**src/sv/sog_pkg.sv**
```systemverilog
// Shared types, field widths and helpers for the spiral order address generator.
// No dependencies; imported by sog_step and spiral_order_address_generator.
package sog_pkg;

  // walk direction codes
  typedef enum logic [1:0] {
    DIR_RIGHT = 2'd0,
    DIR_DOWN  = 2'd1,
    DIR_LEFT  = 2'd2,
    DIR_UP    = 2'd3
  } dir_t;

  // fixed field widths
  localparam int SIDE_REG_W = 9;
  localparam int ROW_W      = 8;
  localparam int COL_W      = 8;
  localparam int ADDR_W     = 16;
  localparam int VALUE_W    = 17;

  // defaults for the internal widths at the default size
  localparam int MAX_SIDE_DEFAULT = 256;
  localparam int SIDE_W_DEFAULT   = 9;
  localparam int POS_W_DEFAULT    = 8;
  localparam int COUNT_W_DEFAULT  = 17;

  localparam logic [SIDE_REG_W-1:0] SIDE_RESET = 9'd4;

  // register file
  localparam int PADDR_W = 3;
  localparam int PDATA_W = 32;
  localparam logic REG_SIDE_LENGTH = 1'b0;

  // side as used by the walk: zero reads as one, anything above cap reads as cap
  function automatic logic [SIDE_REG_W-1:0] clamp_side(
    input logic [SIDE_REG_W-1:0] raw,
    input int                    cap
  );
    logic [SIDE_REG_W-1:0] res;
    res = raw;
    if (raw == '0) begin
      res = SIDE_REG_W'(1);
    end else if (int'(raw) > cap) begin
      res = SIDE_REG_W'(cap);
    end
    return res;
  endfunction

endpackage

```
**src/sv/sog_step.sv**
```systemverilog
// One step of the clockwise spiral walk: current cell, last flag and next walk state.
// Pure combinational; depends on sog_pkg.
module sog_step #(
  parameter int SW = sog_pkg::SIDE_W_DEFAULT,
  parameter int PW = sog_pkg::POS_W_DEFAULT,
  parameter int CW = sog_pkg::COUNT_W_DEFAULT
) (
  input  logic           restart,
  input  logic [SW-1:0]  side,
  input  logic [SW-1:0]  top,
  input  logic [SW-1:0]  bottom,
  input  logic [SW-1:0]  left,
  input  logic [SW-1:0]  right,
  input  logic [PW-1:0]  row,
  input  logic [PW-1:0]  col,
  input  sog_pkg::dir_t  dir,
  input  logic [CW-1:0]  count,
  input  logic [CW-1:0]  addr,
  output logic [PW-1:0]  out_row,
  output logic [PW-1:0]  out_col,
  output logic [CW-1:0]  out_addr,
  output logic [CW-1:0]  out_count,
  output logic           out_last,
  output logic [SW-1:0]  top_next,
  output logic [SW-1:0]  bottom_next,
  output logic [SW-1:0]  left_next,
  output logic [SW-1:0]  right_next,
  output logic [PW-1:0]  row_next,
  output logic [PW-1:0]  col_next,
  output sog_pkg::dir_t  dir_next,
  output logic [CW-1:0]  count_next,
  output logic [CW-1:0]  addr_next
);
  import sog_pkg::*;

  logic [SW-1:0] top_c, bottom_c, left_c, right_c;
  logic [PW-1:0] row_c, col_c;
  dir_t          dir_c;
  logic [CW-1:0] count_c, addr_c, total, side_c;

  always_comb begin
    side_c = CW'(side);
    total  = CW'(side) * CW'(side);

    if (restart) begin
      top_c    = '0;
      bottom_c = side;
      left_c   = '0;
      right_c  = side;
      row_c    = '0;
      col_c    = '0;
      dir_c    = DIR_RIGHT;
      count_c  = CW'(1);
      addr_c   = '0;
    end else begin
      top_c    = top;
      bottom_c = bottom;
      left_c   = left;
      right_c  = right;
      row_c    = row;
      col_c    = col;
      dir_c    = dir;
      count_c  = count;
      addr_c   = addr;
    end

    out_row   = row_c;
    out_col   = col_c;
    out_addr  = addr_c;
    out_count = count_c;
    out_last  = (count_c >= total);

    top_next    = top_c;
    bottom_next = bottom_c;
    left_next   = left_c;
    right_next  = right_c;
    row_next    = row_c;
    col_next    = col_c;
    dir_next    = dir_c;
    count_next  = count_c + CW'(1);
    addr_next   = addr_c;

    if (out_last) begin
      // wrap to the top-left cell
      top_next    = '0;
      bottom_next = side;
      left_next   = '0;
      right_next  = side;
      row_next    = '0;
      col_next    = '0;
      dir_next    = DIR_RIGHT;
      count_next  = CW'(1);
      addr_next   = '0;
    end else begin
      // address tracks row*side+col: +-1 across, +-side down/up
      unique case (dir_c)
        DIR_RIGHT: begin
          if (SW'(col_c) + SW'(1) < right_c) begin
            col_next  = col_c + PW'(1);
            addr_next = addr_c + CW'(1);
          end else begin
            top_next  = top_c + SW'(1);
            dir_next  = DIR_DOWN;
            row_next  = row_c + PW'(1);
            addr_next = addr_c + side_c;
          end
        end
        DIR_DOWN: begin
          if (SW'(row_c) + SW'(1) < bottom_c) begin
            row_next  = row_c + PW'(1);
            addr_next = addr_c + side_c;
          end else begin
            right_next = right_c - SW'(1);
            dir_next   = DIR_LEFT;
            col_next   = col_c - PW'(1);
            addr_next  = addr_c - CW'(1);
          end
        end
        DIR_LEFT: begin
          if (SW'(col_c) > left_c) begin
            col_next  = col_c - PW'(1);
            addr_next = addr_c - CW'(1);
          end else begin
            bottom_next = bottom_c - SW'(1);
            dir_next    = DIR_UP;
            row_next    = row_c - PW'(1);
            addr_next   = addr_c - side_c;
          end
        end
        DIR_UP: begin
          if (SW'(row_c) > top_c) begin
            row_next  = row_c - PW'(1);
            addr_next = addr_c - side_c;
          end else begin
            left_next = left_c + SW'(1);
            dir_next  = DIR_RIGHT;
            col_next  = col_c + PW'(1);
            addr_next = addr_c + CW'(1);
          end
        end
      endcase
    end
  end

endmodule

```
**src/sv/spiral_order_address_generator.sv**
```systemverilog
// Spiral order address generator: result_valid rises in the cycle after an accept;
// throughput 1 cell per cycle when not stalled, set by the single walk-state register
// updated by sog_step on each accept. One output register decouples the two sides.
// Synchronous reset: side_length = 4, walk at top-left cell, result empty.
// Writing side_length also restarts the walk. Depends on sog_pkg and sog_step.
module spiral_order_address_generator #(
  parameter int MAX_SIDE = sog_pkg::MAX_SIDE_DEFAULT
) (
  input  logic                          clk,
  input  logic                          rst,
  // configuration
  input  logic                          psel,
  input  logic                          penable,
  input  logic                          pwrite,
  input  logic [sog_pkg::PADDR_W-1:0]   paddr,
  input  logic [sog_pkg::PDATA_W-1:0]   pwdata,
  output logic [sog_pkg::PDATA_W-1:0]   prdata,
  output logic                          pready,
  // input items
  input  logic                          item_valid,
  output logic                          item_ready,
  input  logic                          restart,
  // results
  output logic                          result_valid,
  input  logic                          result_ready,
  output logic [sog_pkg::ROW_W-1:0]     cell_row,
  output logic [sog_pkg::COL_W-1:0]     cell_column,
  output logic [sog_pkg::ADDR_W-1:0]    cell_address,
  output logic [sog_pkg::VALUE_W-1:0]   cell_value,
  output logic                          last_cell
);
  import sog_pkg::*;

  // side register holds 9 bits, so the usable side never exceeds 511
  localparam int SIDE_CAP = (MAX_SIDE > 511) ? 511 : MAX_SIDE;
  localparam int SW       = $clog2(SIDE_CAP + 1);
  localparam int PW       = (SIDE_CAP > 1) ? $clog2(SIDE_CAP) : 1;
  localparam int CW       = $clog2(SIDE_CAP * SIDE_CAP + 1);
  localparam logic [SIDE_REG_W-1:0] RESET_SIDE = clamp_side(SIDE_RESET, SIDE_CAP);

  logic [SIDE_REG_W-1:0] side_length;
  logic [SW-1:0]         eff_side, wr_side;

  logic [SW-1:0] bound_top, bound_bottom, bound_left, bound_right;
  logic [PW-1:0] walk_row, walk_col;
  dir_t          walk_dir;
  logic [CW-1:0] walk_count, walk_addr;

  logic [SW-1:0] top_next, bottom_next, left_next, right_next;
  logic [PW-1:0] row_next, col_next;
  dir_t          dir_next;
  logic [CW-1:0] count_next, addr_next;

  logic [PW-1:0] step_row, step_col;
  logic [CW-1:0] step_addr, step_count;
  logic          step_last;

  logic cfg_write, accept;

  assign pready     = 1'b1;
  assign cfg_write  = psel & penable & pwrite & pready & (paddr[2] == REG_SIDE_LENGTH);
  assign prdata     = (paddr[2] == REG_SIDE_LENGTH) ? PDATA_W'(side_length) : '0;

  assign item_ready = ~result_valid | result_ready;
  assign accept     = item_valid & item_ready;

  assign eff_side = SW'(clamp_side(side_length, SIDE_CAP));
  assign wr_side  = SW'(clamp_side(pwdata[SIDE_REG_W-1:0], SIDE_CAP));

  sog_step #(
    .SW (SW),
    .PW (PW),
    .CW (CW)
  ) u_step (
    .restart     (restart),
    .side        (eff_side),
    .top         (bound_top),
    .bottom      (bound_bottom),
    .left        (bound_left),
    .right       (bound_right),
    .row         (walk_row),
    .col         (walk_col),
    .dir         (walk_dir),
    .count       (walk_count),
    .addr        (walk_addr),
    .out_row     (step_row),
    .out_col     (step_col),
    .out_addr    (step_addr),
    .out_count   (step_count),
    .out_last    (step_last),
    .top_next    (top_next),
    .bottom_next (bottom_next),
    .left_next   (left_next),
    .right_next  (right_next),
    .row_next    (row_next),
    .col_next    (col_next),
    .dir_next    (dir_next),
    .count_next  (count_next),
    .addr_next   (addr_next)
  );

  // walk state and side register
  always_ff @(posedge clk) begin
    if (rst) begin
      side_length  <= SIDE_RESET;
      bound_top    <= '0;
      bound_bottom <= SW'(RESET_SIDE);
      bound_left   <= '0;
      bound_right  <= SW'(RESET_SIDE);
      walk_row     <= '0;
      walk_col     <= '0;
      walk_dir     <= DIR_RIGHT;
      walk_count   <= CW'(1);
      walk_addr    <= '0;
    end else if (cfg_write) begin
      side_length  <= pwdata[SIDE_REG_W-1:0];
      bound_top    <= '0;
      bound_bottom <= wr_side;
      bound_left   <= '0;
      bound_right  <= wr_side;
      walk_row     <= '0;
      walk_col     <= '0;
      walk_dir     <= DIR_RIGHT;
      walk_count   <= CW'(1);
      walk_addr    <= '0;
    end else if (accept) begin
      bound_top    <= top_next;
      bound_bottom <= bottom_next;
      bound_left   <= left_next;
      bound_right  <= right_next;
      walk_row     <= row_next;
      walk_col     <= col_next;
      walk_dir     <= dir_next;
      walk_count   <= count_next;
      walk_addr    <= addr_next;
    end
  end

  // output register
  always_ff @(posedge clk) begin
    if (rst) begin
      result_valid <= 1'b0;
    end else if (accept) begin
      result_valid <= 1'b1;
    end else if (result_ready) begin
      result_valid <= 1'b0;
    end
  end

  always_ff @(posedge clk) begin
    if (accept) begin
      cell_row     <= ROW_W'(step_row);
      cell_column  <= COL_W'(step_col);
      cell_address <= ADDR_W'(step_addr);
      cell_value   <= VALUE_W'(step_count);
      last_cell    <= step_last;
    end
  end

`ifndef NO_ASSERTIONS
  a_count_range: assert property (@(posedge clk) disable iff (rst)
    walk_count >= CW'(1) && walk_count <= CW'(eff_side) * CW'(eff_side))
    else $error("walk count outside 1..side*side");

  a_addr_track: assert property (@(posedge clk) disable iff (rst)
    walk_addr == CW'(walk_row) * CW'(eff_side) + CW'(walk_col))
    else $error("tracked address differs from row*side+col");

  a_in_matrix: assert property (@(posedge clk) disable iff (rst)
    SW'(walk_row) < eff_side && SW'(walk_col) < eff_side)
    else $error("walk position outside matrix");

  a_wrap: assert property (@(posedge clk) disable iff (rst)
    accept && step_last |=> walk_count == CW'(1) && walk_addr == '0)
    else $error("walk did not wrap after final cell");

  a_load: assert property (@(posedge clk) disable iff (rst)
    accept |=> result_valid)
    else $error("accepted transaction produced no result");
`endif

endmodule
```
**config.mk**
```make
export PLATFORM = sky130hd
export DESIGN_NAME = spiral_order_address_generator
export DESIGN_NICKNAME = d
export VERILOG_FILES = /design/src/sv/sog_pkg.sv /design/src/sv/sog_step.sv /design/src/sv/spiral_order_address_generator.sv
export SDC_FILE = /design/constraint.sdc
export NUM_CORES = 1
export LEC_CHECK = 0
export BUFFER_PORTS_ARGS = -buffer_cell sky130_fd_sc_hd__buf_2
export CORE_MARGIN = 4
export CORE_UTILIZATION = 29
export CTS_BUF_LIST = sky130_fd_sc_hd__clkbuf_2 sky130_fd_sc_hd__clkbuf_4 sky130_fd_sc_hd__clkbuf_8
export CTS_CLUSTER_SIZE = 8
export DETAILED_ROUTE_END_ITERATION = 12
export SETUP_SLACK_MARGIN = 0.4
export SYNTH_ARGS = -nofsm -noshare
export SYNTH_HDL_FRONTEND = slang
export SYNTH_HIERARCHICAL = 1
export SYNTH_SLANG_ARGS = --single-unit
```
**constraint.sdc**
```tcl
create_clock -name clk -period 16.35 [get_ports clk]
set_input_delay 0.8175 -clock clk [delete_from_list [all_inputs] [get_ports clk]]
set_output_delay 0.8175 -clock clk [all_outputs]
set_load 0.05 [all_outputs]
```
-- Word-level counts from Yosys, hierarchy flattened
Cells that the tools add are included.
Widths: inputs -> output; s select.
- register bits: 148
- output and inout port bits: 85
- word-level logic and storage cells: 112
- add/sub/neg operators: 15
- multipliers: 1
- order comparisons: 7
- equal/unequal tests: 3
- muxes and demuxes: 57
- bitwise operators: 7
- reduce and logical (&&, ||, !) cells: 6
- operators by type and width (cell ; count):
    $mux 9 ; 25
    $mux 17 ; 8
    $mux 8 ; 12
    $pmux 17 s4 ; 1
    $pmux 8 s4 ; 2
    $add 17x1->17 const B ; 2
    $add 8x1->9 const B ; 2
    $add 9x1->9 const B ; 2
    $gt 8x9->1 ; 2
    $gt 9x9->1 const B ; 2
    $logic_not 9->1 ; 2
    $lt 9x9->1 ; 2
    $sub 9x1->9 const B ; 2
    $add 17x9->17 ; 1
    $ge 17x17->1 ; 1
    $mul 9x9->17 ; 1
    $sub 17x1->17 const B ; 1
    $sub 17x9->17 ; 1
    $add 8x1->8 const B ; 2
    $sub 8x1->8 const B ; 2
    $mux 2 ; 6
    $pmux 2 s4 ; 1
    $and 1x1->1 ; 4
    $eq 2x2->1 const B ; 2
    other kinds (7) ; 10

-- Logic depth before layout (Yosys ltp)
- word-level depth: 10
- depth in mapped cells: 32
- gate-level depth less buffers: 30

-- By module
The synthesis kept the hierarchy.
- modules (own cells, without submodules) (module ; times used ; cells each ; area each (µm²) ; seq. area each (µm²)):
    sog_step ; 1 ; 1182 ; 8269.2 ; 0.0
    spiral_order_address_generator ; 1 ; 539 ; 5397.7 ; 3463.3

-- Worst setup path after synthesis
OpenSTA, ideal clock, no wires.
- path type: register to register
- start: register side_length[8]
- end: register bound_right[7]
- setup time: 0.086 ns
- arrival: 7.020 ns
- path slack: 9.245 ns
- stages on the path, launching flop included: 33
- path buffers: 3
- clock period less this slack: 7.105 ns
- cells stage by stage: dfxtp_1 > clkbuf_1 > nor2b_1 > clkbuf_1 > clkinv_1 > nor2_1 > inv_1 > fa_1 > inv_1 > fa_1 > inv_1 > fa_1 > fa_1 > inv_1 > ha_1 > a21oi_1 > nor2b_1 > o211ai_1 > nand2_1 > a41oi_1 > nand2b_1 > xnor2_1 > ha_1 > nand2_1 > o311a_1 > a221oi_1 > o21ai_1 > a32oi_2 > clkbuf_1 > nand2_1 > o21ai_0 > o21ai_0 > a211oi_1
- longest elaborated chain between the ends: 10
- ends and longest elaborated chain (element ; RTL line ; text):
    start: declaration ; spiral_order_address_generator.sv:41 ; logic [SIDE_REG_W-1:0] side_length;
    start signal: assignment ; spiral_order_address_generator.sv:116 ; side_length <= pwdata[SIDE_REG_W-1:0];
    $gt 9x9->1 ; sog_pkg.sv:42 ; end else if (int'(raw) > cap) begin
    $mux 9 ; sog_pkg.sv:42 ;
    $mux 9 (*) ; sog_pkg.sv:40 ; if (raw == '0) begin
    net eff_side[6] ; spiral_order_address_generator.sv:42 ; logic [SW-1:0] eff_side, wr_side;
    parallel branches: the longest is 4 deep, another holds $mul 9x9->17 ; -- ;
    $mux 9 (*) ; sog_step.sv:83 ; if (out_last) begin
    net right_next[7] ; spiral_order_address_generator.sv:49 ; logic [SW-1:0] top_next, bottom_next, left_next, right_next;
    $mux 9 (*) ; spiral_order_address_generator.sv:126 ; end else if (accept) begin
    $mux 9 (*) ; spiral_order_address_generator.sv:115 ; end else if (cfg_write) begin
    end signal: assignment ; spiral_order_address_generator.sv:109 ; bound_right <= SW'(RESET_SIDE);
    end signal: assignment ; spiral_order_address_generator.sv:120 ; bound_right <= wr_side;
    end signal: assignment ; spiral_order_address_generator.sv:130 ; bound_right <= right_next;
    end: declaration ; spiral_order_address_generator.sv:44 ; logic [SW-1:0] bound_top, bound_bottom, bound_left, bound_right;
Mark *: on every way through the listed nets, which the timed path passes. The select of a mux whose other input is x is not followed.
A chain may end at the register's enable or synchronous reset.

-- Final worst setup path
- start: register side_length[6]
- end: register bound_right[2]
- RTL lines (element ; RTL line ; text):
    $gt 9x9->1 ; sog_pkg.sv:42 ;
    $mux 9 ; sog_pkg.sv:42 ;
    $mux 9 (*) ; sog_pkg.sv:40 ;
    net eff_side[6] ; spiral_order_address_generator.sv:42 ;
    $mul 9x9->17 (*) ; sog_step.sv:43 ; total = CW'(side) * CW'(side);
    $ge 17x17->1 (*) ; sog_step.sv:71 ; out_last = (count_c >= total);
    net step_last ; spiral_order_address_generator.sv:56 ; logic step_last;
    $mux 9 (*) ; sog_step.sv:83 ;
    net right_next[2] ; spiral_order_address_generator.sv:49 ;
    $mux 9 (*) ; spiral_order_address_generator.sv:126 ;
    $mux 9 (*) ; spiral_order_address_generator.sv:115 ;
Mark *: on every way through the listed nets, which the timed path passes. The rest lies on a longest branch. The select of a mux whose other input is x is not followed.

==> results.md <==
- Detailed router's first-iteration violation count: 1041
- # setup viols final: 0
- Die height: 224 um
- Inserted Clock Buffers: 17
- Bufs and invs on worst path: 7
- Routed length per instance: 16.7 um
- Layout cells sized above 1: 0.0968
- Leak pwr: 6.14 nW
- Min cycle time layout: 8.32 ns
- Via density: 5.15
- Initial antenna violation count: 1
- IR drop worst, VDD: 0.0529 mV
- Arr. time, crit path: 8.69 ns
- Top delay family on crit path: adder cells
- # rows: 78
- Critical path launch point type: flip-flop
- Fin crit share: 0.509
- Maximum buffer depth of the clock tree: 2
- Initial Util: 0.295
- Final instance area: 14600 sq um
- Worst setup EP type: flip-flop
- Post-DP HPWL: 27.5 mm
- Area grow syn2layout: 8.23%
- Global-route wire length before repair: 63.2 mm
- Setup Skew: 0.0213 ns
- Placed cell count: 2293
- IO Pins: 128
- RSZ-0062 raised after global routing: no
- Placed inst area: 14300 sq um
- Peak Freq: 120 MHz
- Max-slew violations: 0
- Yosys warns: 6
- Max cap viols: 0
- Post-CTS Setup Inserts: 0
- Crit Path Class: reg -> reg
- Routed Antenna Nets: 0
- Resized cells post-CTS: 0
- All-Layer GR Usage: 0.153
- DRC violations left: 0
- Status: complete, no violations
- Clock Tree Root: clkbuf_8
- Hold_ws: 0.456 ns
- Power Density: 59.1 nW/um^2
- Clock sinks: 147
- Buffers on Ports: 78
- Synthesized area: 13500 sq um
- Crit-path max FO: 74
- Actual slew at the worst max-slew pin: 1.12 ns
- Vias: 12000
- Fin nets: 1901
- Clock insertion delay at the later pin of the skew report: 0.50 ns
- Largest stage delay on the critical path: 0.75 ns
- Full die area: 50100 sq um
- CTS tree: built
- Area of the core: 45800 sq um
- Syn Inst Count: 1699
- Non-filler cells, final: 2326
- # hold bufs at CTS: 0
- Hold Fails Final Rpt: 0
- Clk slew on worst S/H paths: 0.11 ns
- Slew HR: 0.249
- Drt first pass iters: 5
- Crit path required time: 16.72 ns
- Die W: 224 um
- Final WL: 38.8 mm
- Final estimated routing congestion in global placement: 0.875
- Post-Route Setup TNS: 0 ns
- Slowest stage cell, crit path: buf_4
- Tot Pwr: 0.865 mW
- Vias in the first global route: 11700
- Fillers: 4785
- Hold Crit Class: reg -> reg
- GR Overflow Total: 0
- Mapped Avg Cell Area: 7.96 sq um
- CTS H-tree depth: 4
- Pin count of the biggest net entering global routing: 80
per-layer routing:
metal | vias up | share of wire | GRT usage
met5 | - | 0 | 0
met4 | 0 | 0.019 | 0.0408
met3 | 42 | 0.056 | 0.0253
met2 | 375 | 0.45 | 0.245
met1 | 5739 | 0.48 | 0.216
li1 | 5826 | - | -
final timing paths:
check | from | end | slack, ns | depth (start not counted)
max | side_length[6]$_SDFFE_PP0P_ | bound_right[2]$_SDFFE_PP1P_ | 8.03 | 30
min | bound_top[2]$_SDFFE_PP0P_ | bound_top[2]$_SDFFE_PP0P_ | 0.46 | 2
max reg2reg | side_length[6]$_SDFFE_PP0P_ | bound_right[2]$_SDFFE_PP1P_ | 8.03 | 30
min reg2reg | bound_top[2]$_SDFFE_PP0P_ | bound_top[2]$_SDFFE_PP0P_ | 0.46 | 2
tightest hold or removal path, stage by stage, from the launching register on:
cell and delay [ns]:
dfxtp_1 0.32, nand2_1 0.05, a21oi_1 0.05
layout make-up:
class | count | area [sq um] | area share
well taps | 600 | 751 | 0.0513
diodes | 1 | 2.50 | 0.000171
flip-flops and latches | 147 | 3440 | 0.235
repair buffers | 97 | 536 | 0.0366
inverters | 104 | 393 | 0.0268
clock inverters | 15 | 118 | 0.00804
multi-input cells | 1345 | 9160 | 0.626
clock buffers | 17 | 234 | 0.0160
registers in the layout, summed over array words and instances (netlist names), 16 cells and up:
signal and count:
walk_addr 16, cell_address 16, cell_value 17, walk_count 17
placed cells by master (no fill, tap or decap), types with 9 or more instances in the layout:
cell,n
xnor2_1,76
buf_4,20
a221oi_1,19
o211ai_1,12
nand3b_1,14
mux2i_1,27
nand3_1,46
nand4_1,10
nand2_1,241
buf_2,77
nor3_1,27
a21o_1,10
or3_1,9
nand2b_1,42
dfxtp_1,97
edfxtp_1,50
fa_1,35
clkbuf_8,17
ha_1,111
and2_1,9
a211oi_1,29
xor2_1,49
inv_1,100
and3_1,24
nor2_1,130
o21ai_0,82
a21oi_1,136
conb_1,24
nor2b_1,64
stage by stage:
stage	utilization	worst slack [ns]
2_1_floorplan	-	9.24
4_1_cts	0.320	8.00
3_5_place_dp	0.312	8.02
3_3_place_gp	0.312	8.09
5_1_grt	0.320	7.41
6_report	0.320	8.03
power by group:
group	internal [mW]	switching, mW
clock	0.108	0.169
sequential	0.390	0.00809
combinational	0.0541	0.136
total	0.552	0.313
Note: power is estimated with default switching activity, not from simulation.
